`config.mk`:
```
export PLATFORM = sky130hd
export DESIGN_NAME = htwd_ctrl
export DESIGN_NICKNAME = d
export VERILOG_FILES = /design/src/sv/htwd_pkg.sv /design/src/sv/htwd_ctrl.sv
export SDC_FILE = /design/constraint.sdc
export NUM_CORES = 1
export LEC_CHECK = 0
export ABC_AREA = 1
export BUFFER_PORTS_ARGS = -buffer_cell sky130_fd_sc_hd__buf_2
export CORE_AREA = 2 2 39 41
export CTS_CLUSTER_DIAMETER = 150
export DETAILED_ROUTE_END_ITERATION = 10
export DIE_AREA = 0 0 41 43
export PLACE_DENSITY_LB_ADDON = 0.1
export SYNTH_ARGS = -nofsm -noshare
export SYNTH_HDL_FRONTEND = slang
export SYNTH_SLANG_ARGS = --single-unit
```
`constraint.sdc`:
```
create_clock -name clk -period 1.59 [get_ports clk]
set_input_delay 0 -clock clk [delete_from_list [all_inputs] [get_ports clk]]
set_output_delay 0 -clock clk [all_outputs]
set_load 0.01 [all_outputs]
```
`src/sv/htwd_pkg.sv`:
```
// Shared types and constants of the Huffman tree-walk decoder.
package htwd_pkg;

  localparam int IDX_W         = 9;
  localparam int SYM_W         = 8;
  localparam int BITS_PER_BYTE = 8;
  localparam int CNT_W         = $clog2(BITS_PER_BYTE);

  localparam logic FUNC_LOAD   = 1'b0;
  localparam logic FUNC_DECODE = 1'b1;

  typedef logic [IDX_W-1:0]         idx_t;
  typedef logic [SYM_W-1:0]         sym_t;
  typedef logic [BITS_PER_BYTE-1:0] code_t;

  // One node of the tree as it is kept in the table.
  typedef struct packed {
    idx_t left;
    idx_t right;
    logic leaf;
    sym_t symbol;
  } entry_t;

  // Commands from the controller to the datapath.
  typedef struct packed {
    logic load;
    logic start;
    logic rd_root;
    logic cap_root;
    logic step;
    logic drain;
    logic flush;
  } cmd_t;

  // Status from the datapath to the controller.
  typedef struct packed {
    logic root_stale;
    logic stall;
    logic cur_leaf;
    logic flush_more;
  } sts_t;

endpackage

```
`src/sv/htwd_ctrl.sv`:
```
// Controller state machine of the decoder: sequences load, root fetch, bit steps, drain and flush.
module htwd_ctrl (
  input  logic           clk,
  input  logic           rst_n,
  input  logic           in_valid,
  input  logic           in_func,
  output logic           in_ready,
  input  htwd_pkg::sts_t sts,
  output htwd_pkg::cmd_t cmd
);
  import htwd_pkg::*;

  localparam logic [2:0] S_IDLE  = 3'd0;
  localparam logic [2:0] S_ROOT  = 3'd1;
  localparam logic [2:0] S_STEP  = 3'd2;
  localparam logic [2:0] S_DRAIN = 3'd3;
  localparam logic [2:0] S_FLUSH = 3'd4;

  localparam logic [CNT_W-1:0] CNT_LAST = CNT_W'(BITS_PER_BYTE - 1);

  logic [2:0]       state_r, state_nxt;
  logic [CNT_W-1:0] cnt_r, cnt_nxt;

  assign in_ready = (state_r == S_IDLE);

  always_comb begin
    cmd       = '0;
    state_nxt = state_r;
    cnt_nxt   = cnt_r;
    unique case (state_r)
      S_IDLE: begin
        if (in_valid) begin
          if (in_func == FUNC_LOAD) begin
            cmd.load = 1'b1;
          end else begin
            cmd.start = 1'b1;
            cnt_nxt   = '0;
            if (sts.root_stale) begin
              cmd.rd_root = 1'b1;
              state_nxt   = S_ROOT;
            end else begin
              state_nxt = S_STEP;
            end
          end
        end
      end
      S_ROOT: begin
        cmd.cap_root = 1'b1;
        state_nxt    = S_STEP;
      end
      S_STEP: begin
        cmd.step = 1'b1;
        if (!sts.stall) begin
          if (sts.cur_leaf || cnt_r == CNT_LAST) begin
            state_nxt = S_DRAIN;
          end else begin
            cnt_nxt = cnt_r + 1'b1;
          end
        end
      end
      S_DRAIN: begin
        cmd.drain = 1'b1;
        if (!sts.stall) begin
          state_nxt = sts.flush_more ? S_FLUSH : S_IDLE;
        end
      end
      S_FLUSH: begin
        cmd.flush = 1'b1;
        if (!sts.stall) begin
          state_nxt = S_IDLE;
        end
      end
      default: begin
        state_nxt = S_IDLE;
      end
    endcase
  end

  always_ff @(posedge clk) begin
    if (!rst_n) begin
      state_r <= S_IDLE;
      cnt_r   <= '0;
    end else begin
      state_r <= state_nxt;
      cnt_r   <= cnt_nxt;
    end
  end

endmodule

```
==> results of run 1 <==
## logic make-up (layout without fill, tap and decap cells)
kind of cell,Yosys count,count (layout),synth area share
AO/OA/AOI/OAI,5,5,0.05928
adder cells (fa/ha/maj),2,2,0.05154
buffers and inverters,15,33,0.1211
flip-flops,6,6,0.2474
AND/OR/NAND/NOR,50,50,0.5206
## metrics by stage
stage | instances | hold WS [ns] | utilization
final | 112 | 0.02477 | 0.4358
after global routing | 112 | 0.05068 | 0.4358
after CTS | 112 | 0.01616 | 0.4358
after detailed placement | 109 | 0.2430 | 0.4195
after global placement | 109 | 0.2426 | 0.4195
after floorplan | 78 | 0.04753 | -
## worst register-to-register path: stages (launching register included)
cell	delay (ns)
dfxtp_1	0.32
ha_1	0.20
ha_1	0.17
nor2_1	0.13
nand3_1	0.11
nand2_1	0.13
inv_1	0.08
nor2_4	0.10
nor2_1	0.05
nor2_1	0.09
## Yosys cell counts
library cell	number	area, um2
nand2_1	18	67.56
nor2_1	13	48.80
inv_1	11	41.29
nand3_1	8	40.04
dfxtp_1	6	120.1
nand2_4	4	45.04
inv_2	3	11.26
a21oi_1	2	10.01
ha_1	2	25.02
nor2_4	2	22.52
nor3_1	2	10.01
a211oi_1	1	7.510
inv_4	1	6.260
nand2_2	1	6.260
nand4_1	1	6.260
nor2_2	1	6.260
o21ai_0	1	5.000
o22ai_1	1	6.260
## sequential cells by signal, indices dropped and copies added (netlist names)
register	count
state_r	3
cnt_r	3
## final cells by class
type,instances,area (um2),share of cell area
multi-input cells,57,306.5,0.5083
flip-flops and latches,6,120.1,0.1992
repair buffers,15,75.07,0.1245
inverters,15,58.81,0.09751
clock buffers,3,22.52,0.03734
well taps,16,20.02,0.03320
## final timing paths
kind	start	endpoint	slack, ns
worst min register to register	cnt_r[2]$_SDFFE_PN0P_	cnt_r[2]$_SDFFE_PN0P_	0.50
worst min-delay path	rst_n	cnt_r[1]$_SDFFE_PN0P_	0.02
worst max-delay path	cnt_r[0]$_SDFFE_PN0P_	cnt_r[1]$_SDFFE_PN0P_	0.16
worst max register to register	cnt_r[0]$_SDFFE_PN0P_	cnt_r[1]$_SDFFE_PN0P_	0.16
## power by group through the flow
| stage | registers, mW | clock network (mW) | logic, mW |
|---|---|---|---|
| 6_report | 0.285 | 0.134 | 0.654 |
| 5_1_grt | 0.291 | 0.149 | 0.750 |
| 4_1_cts | 0.284 | 0.143 | 0.666 |
| 3_5_place_dp | 0.287 | 0 | 0.664 |
| 3_3_place_gp | 0.287 | 0 | 0.665 |
| 2_1_floorplan | 0.267 | 0 | 0.524 |
## layout by cell type (no fill, tap or decap), types with 2 or more instances in the layout
cell,n
nand2_1,18
buf_2,15
nor2_1,13
inv_1,11
nand3_1,8
dfxtp_1,6
nand2_4,4
inv_2,3
clkbuf_4,3
nor2_4,2
nor3_1,2
a21oi_1,2
ha_1,2
## layer usage
metal | vias up | wire length (um) | GRT usage | share of wire
met5 | - | 0 | 0 | 0
met4 | 0 | 12 | 0.08000 | 0.012
met3 | 2 | 57 | 0.04712 | 0.056
met2 | 11 | 556 | 0.2375 | 0.55
met1 | 226 | 389 | 0.1419 | 0.38
li1 | 283 | - | - | -
==> metrics.txt, run 1 <==
status completed; worst IR drop on VDD 718.1 uV; # diodes 0; post-route ant nets 0; switch share 0.4946; largest net degree at the start of global routing 7; CTS tree yes; layout cell share with drive strength beyond 1 0.3125; CP max-delay cell dfxtp_1; Avg Cell Area, Syn 6.224 um2; most frequent CP cell nor2_1; post-DP HPWL 898.9 um; Worst EP required 1.77 ns; vias in the first global route 444; Fin Clk Skew 0.0009188 ns; Worst-Margin Slew 0.2770 ns; unrepaired setup endpoints after global routing false; Yosys cell types 18; Starting Density 0.3508; DRC 0; Seq cells post-synth 6; worst path arrival time 1.61 ns; CP Max Fanout 4; register area share after synthesis 0.2474; Routability Congestion 0.7206; CP startpoint kind register; crit-path leading delay family simple AND/OR/NAND/NOR gates; worst reg2reg path depth 9; Setup violations, final 0; First DRT Iteration DRCs 5; Synth Warn # 0; Setup crit end kind register; Max Transition Viols Final 0; post-cts sizing count 0; Synth Cell Area 485.5 um2; Port Buffer Count 15; setup_tns 0 ns; Final Hold Fails 0; Pre-antenna DRT Iters 4; fin area 603.1 um2; number of hold buffers added after cts 0; Design Power 1.072 mW; total number of vias 522; Routed wire per std cell 9.071 um; Power Density 1778 mW/mm2; DP Area 580.6 um2; Final Cycle Share 0.9011; Inserted Clock Buffers 3; H-tree lvl count 1; GR Util All Layers 0.1417; core area 0.001384 mm2; latest clock arrival within the worst-skew pair 0.24 ns; Pint 0.5419 mW; Rows 14; fmax 698.0 MHz; cells along the critical path ha_1 -> ha_1 -> nor2_1 -> nand3_1 -> nand2_1 -> inv_1 -> nor2_4 -> nor2_1 -> nor2_1; nets 108; drt total wl 1016 um; Die Wd 41 um; worst-case clock buffer depth 2; Crit. path cell count 9; hold path cells 3; hold crit path type primary input to register; Sink Count 6; max_slew headroom 0.8151; CP max stage delay 0.32 ns; I/O pin count 16; P_sw 0.5303 mW; Clk Tree Root Cell clkbuf_4; Mapped Cells 78; antenna violations before repair 0; Lkg Pwr 0.3571 nW; critical setup path kind register to register; clock share of power 0.125; postcts setup bufs 0; clk slew on worst S/H paths 0.04 ns; fill count 157; Flop pwr share 0.266; global route overflow 0; Die Area 0.001763 mm2; Mapped Nets 88; DP Worst Slack 0.1522 ns; Chip Height 43 um; drt via density 4.661; fin crit period 1.433 ns; synth-to-layout area growth 24.23%; Worst Path Buf+Inv 1; combinational power share 0.610; Max-Cap Viols 0; setup ws final 0.1573 ns; first-pass GRT wire length 1662 um
(Power assumes the default switching activity.)
==> run 2, diff against run 1 <==
==> constraint.sdc (replaced) <==
create_clock -name clk -period 1.5 [get_ports clk]
set_input_delay 0 -clock clk [delete_from_list [all_inputs] [get_ports clk]]
set_output_delay 0 -clock clk [all_outputs]
set_load 0.01 [all_outputs]
==> run 2 against run 1 <==
Effect of this change: non-clock buffer count did not move; first-iteration DRC count down 40%; power is 7.0% higher; register-to-register slack worse by 0.03 ns; critical path type unchanged.
==> metrics.txt, run 2 (synthesis gave the netlist of run 1 again) <==
met3 usage 0.04712; Hold Crit Start rst_n; Routed wire per std cell 9.116 um; Port Buffer Count 15; Clk Tree Root Cell clkbuf_4; synth-to-layout area growth 26.29%; post-DP HPWL 898.9 um; hold crit path type primary input to register; setup ws final 0.1310 ns; Pre-antenna DRT Iters 3; unrepaired setup endpoints after global routing false; CTS tree yes; global route overflow 0; critical setup path kind register to register; fin crit period 1.369 ns; met2 Use GR 0.2375; Setup violations, final 0; Reg-to-Reg End cnt_r[1]$_SDFFE_PN0P_; WHS Endpoint cnt_r[1]$_SDFFE_PN0P_; worst path arrival time 1.55 ns; Lkg Pwr 0.3578 nW; Rows 14; DP Worst Slack 0.06216 ns; Final Hold Fails 0; Post-Route Utilization 0.4430; core area 0.001384 mm2; Starting Density 0.3508; met1 Track Usage GR 0.1419; Inserted Clock Buffers 3; first-pass GRT wire length 1662 um; Worst Path Buf+Inv 1; status completed; flop2flop setup slack 0.13 ns; Routability Congestion 0.7206; Sink Count 6; layout cell share with drive strength beyond 1 0.3438; CP Max Fanout 4; worst reg2reg path depth 9; biggest regs cnt_r x3, state_r x3; fmax 730.4 MHz; Worst-Margin Slew 0.2803 ns; latest clock arrival within the worst-skew pair 0.24 ns; hold_ws 0.02493 ns; worst-case clock buffer depth 2; # diodes 0; fill count 156; largest net degree at the start of global routing 7; worst IR drop on VDD 825.8 uV; drt via density 4.634; Reg-to-Reg Start cnt_r[0]$_SDFFE_PN0P_; most frequent cells in the layout 17 x nand2_1, 15 x buf_2, 12 x nor2_1; total number of vias 519; hold path cells 3; post-route ant nets 0; Power Density 1872 mW/mm2; Setup crit end kind register; Design Power 1.148 mW; drt total wl 1021 um; GR Util All Layers 0.1417; Worst EP required 1.68 ns; Final Cycle Share 0.9127; Chip Height 43 um; Die Area 0.001763 mm2; Fin Clk Skew 0.0009186 ns; nets 108; antenna violations before repair 0; Max-Cap Viols 0; number of hold buffers added after cts 0; setup_tns 0 ns; vias in the first global route 444; cells along the critical path ha_1 -> ha_1 -> nor2_2 -> nand3_2 -> nand2_2 -> inv_1 -> nor2_4 -> nor2_1 -> nor2_1; postcts setup bufs 0; global routing's busiest layer met2; CP startpoint kind register; max_slew headroom 0.8129; H-tree lvl count 1; clk slew on worst S/H paths 0.04 ns; commonest non-fill, non-tap cell in the layout nand2_1; Max Transition Viols Final 0; Die Wd 41 um; First DRT Iteration DRCs 3; crit-path leading delay family simple AND/OR/NAND/NOR gates; CP max stage delay 0.32 ns; CP max-delay cell dfxtp_1; DRC 0; I/O pin count 16
[run 2: cell count changes in the layout (fill, tap and decap cells not counted)]
cell,before,now
nand2_1,18,17
nand2_2,1,2
nand3_1,8,7
nand3_2,0,1
nor2_1,13,12
nor2_2,1,2
[run 2: worst max-delay path by stage]
| stage | startpoint | end | depth (start not counted) |
|---|---|---|---|
| floorplan | cnt_r[0]$_SDFFE_PN0P_ | cnt_r[0]$_SDFFE_PN0P_ | 9 |
| detailed placement | cnt_r[0]$_SDFFE_PN0P_ | cnt_r[1]$_SDFFE_PN0P_ | 9 |
| CTS | cnt_r[0]$_SDFFE_PN0P_ | cnt_r[1]$_SDFFE_PN0P_ | 9 |
| global route | cnt_r[0]$_SDFFE_PN0P_ | cnt_r[0]$_SDFFE_PN0P_ | 9 |
| global placement | cnt_r[0]$_SDFFE_PN0P_ | cnt_r[1]$_SDFFE_PN0P_ | 9 |
| finish | cnt_r[0]$_SDFFE_PN0P_ | cnt_r[1]$_SDFFE_PN0P_ | 9 |
[run 2: worst register-to-register path: cells and delay by family, from the launching register on]
family	cells	cell delay, ns
adder cells (fa/ha/maj)	2	0.38
buffers and inverters	1	0.07
flip-flops	1	0.32
AND/OR/NAND/NOR	6	0.55
[run 2: report_power, final]
part           switching (mW)  internal, mW
clock network          0.0517        0.0900
logic                   0.439         0.264
registers              0.0782         0.225
[run 2: per-layer routing]
metal / routed length, um / up-vias
met5: 0 / -
met4: 12 / 0
met3: 50 / 2
met2: 559 / 9
met1: 399 / 226
li1: - / 282
[run 2: area by class of cell]
cell class | instances | area [um2] | share of cell area
Multi-Input combinational cell | 57 | 316.6 | 0.5163
Sequential cell | 6 | 120.1 | 0.1959
Tap cell | 16 | 20.02 | 0.03265
Inverter | 15 | 58.81 | 0.09592
Timing Repair Buffer | 15 | 75.07 | 0.1224
Clock buffer | 3 | 22.52 | 0.03673
[run 2: repair_timing]
item                                    in CTS  in global routing
resized for setup                            0                  3
hold endpoints to repair                     0                  0
endpoints found under the setup margin       0                  3
[run 2: through the flow]
stage | instance area (um2) | cells
2_1_floorplan | 485.5 | 78
3_3_place_gp | 580.6 | 109
3_5_place_dp | 580.6 | 109
4_1_cts | 603.1 | 112
5_1_grt | 613.1 | 112
6_report | 613.1 | 112
==> run 3, diff against run 2 <==
--- a/config.mk
+++ b/config.mk
@@ -11,6 +11,7 @@
 export CTS_CLUSTER_DIAMETER = 150
 export DETAILED_ROUTE_END_ITERATION = 10
 export DIE_AREA = 0 0 41 43
+export GPL_TIMING_DRIVEN = 0
 export PLACE_DENSITY_LB_ADDON = 0.1
 export SYNTH_ARGS = -nofsm -noshare
 export SYNTH_HDL_FRONTEND = slang
==> run 3 against run 2 <==
Effect of this change: maximum frequency decreased by 1.2%; routed wire length fell by 7.1%; combinational power grew 4.0%; die area unchanged; clock power shrank 4%; cell count is 0.89% higher; via count increased by 0.19%; utilization up 0.81 points; register-to-register slack got worse by 0.02 ns; clock skew grew 0.0042 ns; sequential share of layout area decreased by 0.15 points.
==> metrics.txt, run 3 (synthesis gave the netlist of run 1 again) <==
Clk Tree Root Cell clkbuf_4; unrepaired setup endpoints after global routing false; Lkg Pwr 0.3602 nW; synth-to-layout area growth 28.61%; Max-Cap Viols 0; flop2flop setup slack 0.11 ns; Worst Path Buf+Inv 1; cells along the critical path ha_1 -> ha_2 -> nor2_2 -> nand3_2 -> nand2_2 -> buf_4 -> nand3_1 -> nand2_1 -> nor2_1; Fin Clk Skew 0.005164 ns; met2 Use GR 0.2094; hold crit path type primary input to register; Setup violations, final 0; Reg-to-Reg Start cnt_r[0]$_SDFFE_PN0P_; Max Transition Viols Final 0; Pre-antenna DRT Iters 4; Multi-input gate area 319.1 um2; fill count 161; I/O pin count 16; status completed; Die Wd 41 um; H-tree lvl count 1; Chip Height 43 um; antenna violations before repair 0; worst reg2reg path depth 9; crit-path leading delay family simple AND/OR/NAND/NOR gates; Inserted Clock Buffers 3; global route overflow 0; Rows 14; core area 0.001384 mm2; met1 Track Usage GR 0.1618; commonest non-fill, non-tap cell in the layout nand2_1; number of hold buffers added after cts 0; CTS tree yes; fmax 722.0 MHz; post-DP HPWL 821.1 um; GR Util All Layers 0.1358; Setup crit end kind register; # diodes 0; met3 usage 0.04712; Routability Congestion 0.6764; WHS Endpoint cnt_r[0]$_SDFFE_PN0P_; Worst-Margin Slew 0.2669 ns; setup_tns 0 ns; Port Buffer Count 15; largest net degree at the start of global routing 7; latest clock arrival within the worst-skew pair 0.24 ns; Hold Crit Start rst_n; Final Hold Fails 0; worst path arrival time 1.52 ns; First DRT Iteration DRCs 4; total number of vias 520; first-pass GRT wire length 1635 um; Power Density 1862 mW/mm2; CP max-delay cell dfxtp_2; CP startpoint kind register; fin crit period 1.385 ns; post-route ant nets 0; Reg-to-Reg End cnt_r[0]$_SDFFE_PN0P_; Starting Density 0.3508; vias in the first global route 441; worst IR drop on VDD 802.6 uV; hold path cells 3; worst-case clock buffer depth 2; biggest regs cnt_r x3, state_r x3; global routing's busiest layer met2; hold_ws 0.03551 ns; layout cell share with drive strength beyond 1 0.3711; most frequent cells in the layout 17 x nand2_1, 15 x buf_2, 12 x nor2_1; drt total wl 948 um; clk slew on worst S/H paths 0.04 ns; Sink Count 6; Die Area 0.001763 mm2; nets 109; register area 121.4 um2; CP Max Fanout 3; DRC 0; drt via density 4.602; Final Cycle Share 0.9233; Worst EP required 1.63 ns; max_slew headroom 0.8218; CP max stage delay 0.32 ns; Routed wire per std cell 8.389 um; critical setup path kind register to register
run 3: changes by cell type in the layout (fill, tap and decap cells not counted), sizes merged:
cell  before  now
buf       15   16
run 3: layout make-up:
cell class | count | share of cell area
Tap cell | 16 | 0.03206
Clock buffer | 3 | 0.03607
Sequential cell | 6 | 0.1944
Multi-Input combinational cell | 57 | 0.5110
Timing Repair Buffer | 16 | 0.1323
Inverter | 15 | 0.09419
run 3: worst reg2reg max path, delay by kind of cell (launching register included):
family	cells	cell delay, ns
buffers and inverters	1	0.12
adder cells (fa/ha/maj)	2	0.37
flip-flops	1	0.32
AND/OR/NAND/NOR	6	0.47
run 3: per-stage QoR:
step                      setup slack [ns]  utilization  instances  area [um2]  power (mW)
after CTS                         0.009791       0.4358        112       603.1       1.139
after floorplan                     0.1873            -         78       485.5      0.8388
final                               0.1150       0.4512        113       624.3       1.162
after global placement             0.02760       0.4195        109       580.6       1.004
after global routing               0.01531       0.4512        113       624.3       1.297
after detailed placement           0.02389       0.4195        109       580.6      0.9929
run 3: what timing repair did:
action,in CTS,in global routing
endpoints found under the hold margin,0,0
buffers inserted,0,1
resized for setup,0,5
setup endpoints to repair,0,3
run 3: how the worst max path moves through the flow:
stage / start / endpoint / slack, ns / depth (start not counted)
6_report: cnt_r[0]$_SDFFE_PN0P_ / cnt_r[0]$_SDFFE_PN0P_ / 0.11 / 9
5_1_grt: cnt_r[0]$_SDFFE_PN0P_ / cnt_r[0]$_SDFFE_PN0P_ / 0.02 / 9
4_1_cts: cnt_r[0]$_SDFFE_PN0P_ / cnt_r[1]$_SDFFE_PN0P_ / 0.01 / 9
3_5_place_dp: cnt_r[0]$_SDFFE_PN0P_ / cnt_r[1]$_SDFFE_PN0P_ / 0.02 / 9
3_3_place_gp: cnt_r[0]$_SDFFE_PN0P_ / cnt_r[0]$_SDFFE_PN0P_ / 0.03 / 9
2_1_floorplan: cnt_r[0]$_SDFFE_PN0P_ / cnt_r[0]$_SDFFE_PN0P_ / 0.19 / 9
run 3: layer usage:
layer	wire, um	vias up
met4	9	0
met5	0	-
li1	-	279
met1	400	228
met2	485	11
met3	52	2
run 3: power breakdown:
part           total [mW]  internal, mW  switching [mW]
registers           0.295         0.227          0.0672
clock network       0.137        0.0898          0.0474
logic               0.731         0.285           0.446
total                1.16         0.602           0.560
